### src/design/sgm_pkg.sv
package sgm_pkg;

  localparam int unsigned MaxPatternDefault = 32;

  localparam logic [7:0] StarByte = 8'd42;
  localparam logic [7:0] DotByte  = 8'd46;

  localparam int unsigned CharW = 8;
  localparam int unsigned SlotW = 5;
  localparam int unsigned LenW  = 6;
  // wide enough to compare any position 0..64 against a length
  localparam int unsigned PosW  = 7;

  typedef enum logic [1:0] {
    OP_LOAD = 2'd0,
    OP_NAME = 2'd1,
    OP_END  = 2'd2,
    OP_NONE = 2'd3
  } sgm_op_e;

  // request decoded for the matcher core
  typedef struct packed {
    logic step;    // name character
    logic finish;  // end of name
    logic is_dot;  // character is '.'
  } sgm_ctl_t;

endpackage

### src/design/sgm_store.sv
module sgm_store import sgm_pkg::*; #(
  parameter int unsigned MaxPattern = MaxPatternDefault
) (
  input  logic                  clk_i,
  input  logic                  we_i,
  input  logic [SlotW-1:0]      slot_i,
  input  logic [CharW-1:0]      char_i,
  output logic [MaxPattern-1:0] star_o,
  output logic [MaxPattern-1:0] eq_o
);

  logic [CharW-1:0] byte_q [MaxPattern];
  logic [PosW-1:0]  slot_ext;

  assign slot_ext = PosW'(slot_i);

  // slots at or beyond the store size never decode, so such loads drop
  always_ff @(posedge clk_i) begin
    for (int p = 0; p < MaxPattern; p++) begin
      if (we_i && (slot_ext == PosW'(p))) begin
        byte_q[p] <= char_i;
      end
    end
  end

  always_comb begin
    for (int p = 0; p < MaxPattern; p++) begin
      star_o[p] = (byte_q[p] == StarByte);
      eq_o[p]   = (byte_q[p] == char_i);
    end
  end

endmodule

### src/design/sgm_nfa.sv
module sgm_nfa import sgm_pkg::*; #(
  parameter int unsigned MaxPattern = MaxPatternDefault
) (
  input  logic                  clk_i,
  input  logic                  rst_ni,
  input  sgm_ctl_t              ctl_i,
  input  logic [LenW-1:0]       len_i,
  input  logic [MaxPattern-1:0] star_i,
  input  logic [MaxPattern-1:0] eq_i,
  output logic                  hit_o
);

  localparam int unsigned NumPos = MaxPattern + 1;
  localparam int unsigned Steps  = (NumPos > 1) ? $clog2(NumPos) : 1;

  logic [NumPos-1:0]     active_q, active_d;
  logic                  started_q, started_d;
  logic                  lead_q, lead_d;

  logic [MaxPattern-1:0] mask;
  logic [MaxPattern-1:0] prop;
  logic [NumPos-1:0]     sel;
  logic [NumPos-1:0]     cur_cl;
  logic [NumPos-1:0]     nxt_raw;
  logic [NumPos-1:0]     nxt_cl;
  logic [MaxPattern-1:0] live;
  logic [PosW-1:0]       len_ext;
  logic [PosW-1:0]       eff_len;
  logic                  all_star;

  // Star closure as a parallel prefix: a star at an active position
  // activates the next one, and runs of stars chain along.
  function automatic logic [NumPos-1:0] close_set(
    input logic [NumPos-1:0]     set,
    input logic [MaxPattern-1:0] pr
  );
    logic [NumPos-1:0] g;
    logic [NumPos-1:0] a;
    g = set;
    a = {pr, 1'b0};
    for (int s = 0; s < Steps; s++) begin
      g = g | (a & (g << (1 << s)));
      a = a & (a << (1 << s));
    end
    return g;
  endfunction

  assign len_ext = PosW'(len_i);
  assign eff_len = (len_ext > PosW'(MaxPattern)) ? PosW'(MaxPattern) : len_ext;

  always_comb begin
    for (int p = 0; p < MaxPattern; p++) begin
      mask[p] = (PosW'(p) < len_ext);
    end
    for (int i = 0; i < NumPos; i++) begin
      sel[i] = (PosW'(i) == eff_len);
    end
  end

  assign prop     = star_i & mask;
  assign all_star = &(star_i | ~mask);

  assign cur_cl  = close_set(active_q, prop);
  assign live    = cur_cl[MaxPattern-1:0] & mask;
  assign nxt_raw = {1'b0, live & star_i} | {live & ~star_i & eq_i, 1'b0};
  assign nxt_cl  = close_set(nxt_raw, prop);

  assign hit_o = all_star ? !lead_q : |(cur_cl & sel);

  always_comb begin
    active_d  = active_q;
    started_d = started_q;
    lead_d    = lead_q;
    if (ctl_i.finish) begin
      active_d  = NumPos'(1);
      started_d = 1'b0;
      lead_d    = 1'b0;
    end else if (ctl_i.step) begin
      active_d = nxt_cl;
      if (!started_q) begin
        started_d = 1'b1;
        lead_d    = ctl_i.is_dot;
      end
    end
  end

  always_ff @(posedge clk_i or negedge rst_ni) begin
    if (!rst_ni) begin
      active_q  <= NumPos'(1);
      started_q <= 1'b0;
      lead_q    <= 1'b0;
    end else begin
      active_q  <= active_d;
      started_q <= started_d;
      lead_q    <= lead_d;
    end
  end

endmodule

### src/design/star_glob_matcher_top.sv
// Channel | Valid / stall            | Payload
// --------+--------------------------+--------------------------------------
// in      | in_valid_i / in_stall_o  | in_operation_i, in_slot_i,
//         |                          | in_character_i
// out     | out_valid_o / out_stall_i| out_matched_o
// cfg     | cfg_we_i (no stall)      | cfg_data_i (pattern length)
//
// One request is taken per cycle while in_stall_o is low; an end-of-name
// request moves from the input register to the result register when it
// advances, and its result is offered from the result register.
// The per-cycle figure is set by the active-position vector, which is
// updated for all pattern positions at once in the execute stage.
// Reset clears the valids, the length register and the matcher state; the
// pattern bytes stay unknown until loaded.
// A stalled result holds; the input register keeps taking requests until an
// end-of-name request in it finds the result register still full.
module star_glob_matcher_top import sgm_pkg::*; #(
  parameter int unsigned MaxPattern = MaxPatternDefault
) (
  input  logic             clk_i,
  input  logic             rst_ni,

  input  logic             cfg_we_i,
  input  logic [LenW-1:0]  cfg_data_i,

  input  logic             in_valid_i,
  output logic             in_stall_o,
  input  logic [1:0]       in_operation_i,
  input  logic [SlotW-1:0] in_slot_i,
  input  logic [CharW-1:0] in_character_i,

  output logic             out_valid_o,
  input  logic             out_stall_i,
  output logic             out_matched_o
);

  logic [LenW-1:0]       len_q;

  // input register
  logic                  s1_valid_q;
  sgm_op_e               s1_op_q;
  logic [SlotW-1:0]      s1_slot_q;
  logic [CharW-1:0]      s1_char_q;

  // result register
  logic                  out_valid_q;
  logic                  out_matched_q;

  logic                  s1_adv;
  logic                  s1_load;
  logic                  out_free;
  logic                  store_we;
  sgm_ctl_t              ctl;
  logic [MaxPattern-1:0] star_vec;
  logic [MaxPattern-1:0] eq_vec;
  logic                  hit;

  // Only end-of-name requests need room in the result register.
  assign out_free   = !out_valid_q || !out_stall_i;
  assign s1_adv     = s1_valid_q && ((s1_op_q != OP_END) || out_free);
  assign in_stall_o = s1_valid_q && !s1_adv;
  assign s1_load    = in_valid_i && !in_stall_o;

  // Decode the held request; nothing happens unless it advances this cycle.
  always_comb begin
    store_we   = 1'b0;
    ctl.step   = 1'b0;
    ctl.finish = 1'b0;
    ctl.is_dot = (s1_char_q == DotByte);
    case (s1_op_q)
      OP_LOAD: store_we   = s1_adv;
      OP_NAME: ctl.step   = s1_adv;
      OP_END:  ctl.finish = s1_adv;
      default: ;
    endcase
  end

  sgm_store #(
    .MaxPattern(MaxPattern)
  ) u_store (
    .clk_i  (clk_i),
    .we_i   (store_we),
    .slot_i (s1_slot_q),
    .char_i (s1_char_q),
    .star_o (star_vec),
    .eq_o   (eq_vec)
  );

  sgm_nfa #(
    .MaxPattern(MaxPattern)
  ) u_nfa (
    .clk_i  (clk_i),
    .rst_ni (rst_ni),
    .ctl_i  (ctl),
    .len_i  (len_q),
    .star_i (star_vec),
    .eq_i   (eq_vec),
    .hit_o  (hit)
  );

  // Control: length register, stage valids.
  always_ff @(posedge clk_i or negedge rst_ni) begin
    if (!rst_ni) begin
      len_q       <= '0;
      s1_valid_q  <= 1'b0;
      out_valid_q <= 1'b0;
    end else begin
      if (cfg_we_i) begin
        len_q <= cfg_data_i;
      end
      if (s1_load) begin
        s1_valid_q <= 1'b1;
      end else if (s1_adv) begin
        s1_valid_q <= 1'b0;
      end
      if (ctl.finish) begin
        out_valid_q <= 1'b1;
      end else if (!out_stall_i) begin
        out_valid_q <= 1'b0;
      end
    end
  end

  // Payload: capture new requests, hold results until taken.
  always_ff @(posedge clk_i) begin
    if (s1_load) begin
      s1_op_q   <= sgm_op_e'(in_operation_i);
      s1_slot_q <= in_slot_i;
      s1_char_q <= in_character_i;
    end
    if (ctl.finish) begin
      out_matched_q <= hit;
    end
  end

  assign out_valid_o   = out_valid_q;
  assign out_matched_o = out_matched_q;

endmodule

### config.mk
export PLATFORM = sky130hd
export DESIGN_NAME = star_glob_matcher_top
export DESIGN_NICKNAME = d
export VERILOG_FILES = /design/src/design/sgm_pkg.sv /design/src/design/sgm_store.sv /design/src/design/sgm_nfa.sv /design/src/design/star_glob_matcher_top.sv
export SDC_FILE = /design/constraint.sdc
export NUM_CORES = 1
export LEC_CHECK = 0
export BUFFER_PORTS_ARGS = -buffer_cell sky130_fd_sc_hd__buf_2
export CORE_MARGIN = 2
export CORE_UTILIZATION = 50
export CTS_CLUSTER_DIAMETER = 100
export CTS_CLUSTER_SIZE = 14
export DETAILED_ROUTE_END_ITERATION = 10
export PLACE_DENSITY = 0.7
export SLEW_MARGIN = 20
export SYNTH_ARGS = -nofsm -noshare
export SYNTH_HDL_FRONTEND = slang
export SYNTH_SLANG_ARGS = --single-unit
### constraint.sdc
create_clock -name clk_i -period 9.86 [get_ports clk_i]
set_clock_uncertainty 0.15 [all_clocks]
set_input_delay 1.972 -clock clk_i [delete_from_list [all_inputs] [get_ports clk_i]]
set_output_delay 1.972 -clock clk_i [all_outputs]
set_load 0.02 [all_outputs]
==> flow_metrics.tcl <==
set metrics [dict create \
    core_area_um2 35600 \
    swShare_pct 25.1 \
    ys_ff_latch 315 \
    start_util_pct 50.7 \
    rr_worst_depth 13 \
    dr.pass1.iters 6 \
    syn_inst 1642 \
    synthArstFlopShare_pct 13.7 \
    drv_slew 0 \
    fin_crit_ns 5.25 \
    yosys.area_share.xor_xnor_pct 12.4 \
    grt-ovfl-total 0 \
    wl_um 53700 \
    stdcell_count 2145 \
    intPower_mw 2.05 \
    fin_nets 1690 \
    num_vias 14200 \
    htreeDepth 1 \
    drt-wirelength-per-cell_um 25.0 \
    tightest_slew_ns 1.12 \
    io_pins 29 \
    clock_latency_ns 0.56 \
    synthMuxAreaShare_pct 0.430 \
    ys_warn_count 0 \
    wl_met2_um 24000 \
    met1_length_um 23400 \
    topRoutingLayerUsed "met4" \
    root_buffer "clkbuf_16" \
    outcome "finished clean" \
    syn_to_final_growth_pct 8.24 \
    pwr-share-clk_pct 35.5 \
    post_cts_resize_count 0 \
    cts_sinks 315 \
    cp-start-kind "register" \
    maxCapViolCount 0 \
    maxClockFrequency_mhz 190 \
    rsz0062_at_grt "no" \
    antenna_left 0 \
    clock_tree.buffer_depth 3 \
    worstSetupEndpointType "register" \
    vdd_drop_max_v 0.000129 \
    netlist_area_um2 18000 \
    endpoint "u_nfa.active_q[31]$_DFFE_PN0P_" \
    num_rows 69 \
    port_buffers 28 \
    grt_usage_pct 28.1 \
    synth_top_family_by_area "simple AND/OR/NAND/NOR gates" \
    fill_cells 3065 \
    critical_path_peak_fanout 44 \
    mostFrequentLayoutCells "edfxtp_1 (272), xor2_1 (145), nor2_1 (125)" \
    die_h_um 194 \
    ys_top_cells_by_area "edfxtp_1 (45%), xor2_1 (7.0%), dfrtp_1 (5.8%)" \
    syn_nets 1668 \
    cts_setup_buffers 0 \
    synth_seq_area_share_pct 51.3 \
    synth_compound_area_share_pct 15.4 \
    hp-class "reg -> reg" \
    layout-drive-gt1-share_pct 9.32 \
    postCtsHoldBufs 0 \
    globalplace.congestion 1.06 \
    yosysTopAreaCell "edfxtp_1" \
    slew_headroom_pct 25.1 \
    worstSetupStartpoint "len_q[5]$_DFFE_PN0P_" \
    cts_buffers 26 \
    power.density_nw_per_um2 140 \
    multiInputGateArea_um2 8420 \
    seq_power_share_pct 54.2 \
    power_frac_comb_pct 10.3 \
    antennaDiodeCount 0 \
    synth_fa_ha_area_share_pct 0 \
    cts_tree "done" \
    hpwl_um 37700 \
    place_inst 2097 \
    min_period_over_period_pct 53.3 \
    p_total_mw 2.73 \
    final_common_cell "edfxtp_1" \
    drt_first_iter_violations 1833 \
    ys_types 110 \
    die_x_um 194 \
    crit_type "reg -> reg" \
    p_switching_uw 687 \
    drc_errors 0 \
    avgSynthCellArea_um2 11.0 \
    placed_area_um2 18800 \
    synthSimpleGateAreaFrac_pct 18.4 \
    r2r_start "len_q[5]$_DFFE_PN0P_" \
    fin_setup_tns_ns 0 \
    synth_top_flop_cell "edfxtp_1" \
    required_ns 10.14 \
    synth_edf_count 272 \
    seqCellArea_um2 9250 \
    clk_pin_slew_ns 0.08 \
    grt_max_degree 66 \
    power_leakage_nw 6.23 \
    design.die.area_um2 37600 \
    synth_top_area_share_pct 45.3 \
    final_area_um2 19500 \
    r2r_end "u_nfa.active_q[31]$_DFFE_PN0P_" \
    finalSetupViolCount 0 \
    vias_per_cell 6.61 \
    antenna_found_initial 0 \
    grt_pass1_vias 13800 \
    wl_met3_um 5060 \
    arrival_ns 5.53 \
    grt_pass1_wl_um 82300 \
    reg2reg_slack_ns 4.61 \
    finalHoldViolations 0 \
]
-- flip-flops by register name, summed over array words and instances, names as in the netlist, 2 cells and up --
register / flops
len_q: 6
s1_char_q: 8
s1_op_q: 2
s1_slot_q: 5
u_nfa.active_q: 33
u_store.byte_q: 256
-- synth_stat cells, drive strengths merged (13+ instances only) --
cell	instances
xnor2	111
buf	41
inv	20
nor4b	35
nor4	53
nand3	57
clkbuf	29
nand4	42
nand2	109
o211ai	28
nand2b	13
nor3	37
a31oi	15
xor2	145
or2	13
edfxtp	272
o21ai	78
a21oi	98
nor2	126
dfrtp	42
o21bai	14
nor4bb	30
-- cells by family after synthesis --
logic type | Yosys count
AOI/OAI and AO/OA | 387
xor gates and xnor gates | 256
buffers and inverters | 92
DFF | 315
muxes | 6
and+or+nand+nor | 586
-- layer usage --
metal	vias up	GRT usage, %
li1	6360	-
met1	6982	40.8
met2	727	44.3
met3	106	4.56
met4	0	7.10
met5	-	0
-- through the flow --
| stage | setup WS [ns] | hold slack (ns) | util [%] |
|---|---|---|---|
| after floorplan | 5.35 | 0.306 | - |
| after global placement | 5.00 | 0.323 | 52.7 |
| after detailed placement | 4.88 | 0.334 | 52.7 |
| after CTS | 4.83 | 0.352 | 54.8 |
| after global routing | 4.46 | 0.377 | 54.9 |
| final | 4.61 | 0.353 | 54.9 |
-- power groups by stage --
| stage | sequential [mW] | clock, mW | combinational, mW |
|---|---|---|---|
| 2_1_floorplan | 1.51 | 0 | 0.174 |
| 3_3_place_gp | 1.51 | 0 | 0.273 |
| 3_5_place_dp | 1.51 | 0 | 0.276 |
| 4_1_cts | 1.48 | 0.988 | 0.277 |
| 5_1_grt | 1.48 | 1.04 | 0.301 |
| 6_report | 1.48 | 0.971 | 0.281 |
-- worst max-delay path, cell delays in order (launching register included) --
cell and delay, ns:
dfrtp_1 0.37, buf_4 0.29, or2_0 0.66, o211ai_1 0.84
nor2_1 0.17, nand2_1 0.23, o22ai_1 0.27, o21bai_1 0.60
nand2_1 0.28, a21o_1 0.26, a311oi_1 0.41, o22ai_1 0.18
nor4_1 0.29, a21oi_1 0.10
-- area by class of cell --
type | instances | area share (%)
Sequential cell | 315 | 47.4
Tap cell | 461 | 2.95
Clock buffer | 46 | 3.72
Timing Repair Buffer | 64 | 2.29
Clock inverter | 2 | 0.128
Multi-Input combinational cell | 1235 | 43.1
Inverter | 22 | 0.423
-- worst min path at each step --
stage                             endpoint  cells after the start  slack (ns)                         from
6_report       u_nfa.started_q$_DFFE_PN0P_                      2        0.35  u_nfa.started_q$_DFFE_PN0P_
3_3_place_gp   u_nfa.started_q$_DFFE_PN0P_                      2        0.32  u_nfa.started_q$_DFFE_PN0P_
2_1_floorplan  u_nfa.started_q$_DFFE_PN0P_                      2        0.31  u_nfa.started_q$_DFFE_PN0P_
4_1_cts        u_nfa.started_q$_DFFE_PN0P_                      2        0.35  u_nfa.started_q$_DFFE_PN0P_
3_5_place_dp   u_nfa.started_q$_DFFE_PN0P_                      2        0.33  u_nfa.started_q$_DFFE_PN0P_
5_1_grt        u_nfa.started_q$_DFFE_PN0P_                      2        0.38  u_nfa.started_q$_DFFE_PN0P_
(Power assumes the default switching activity.)
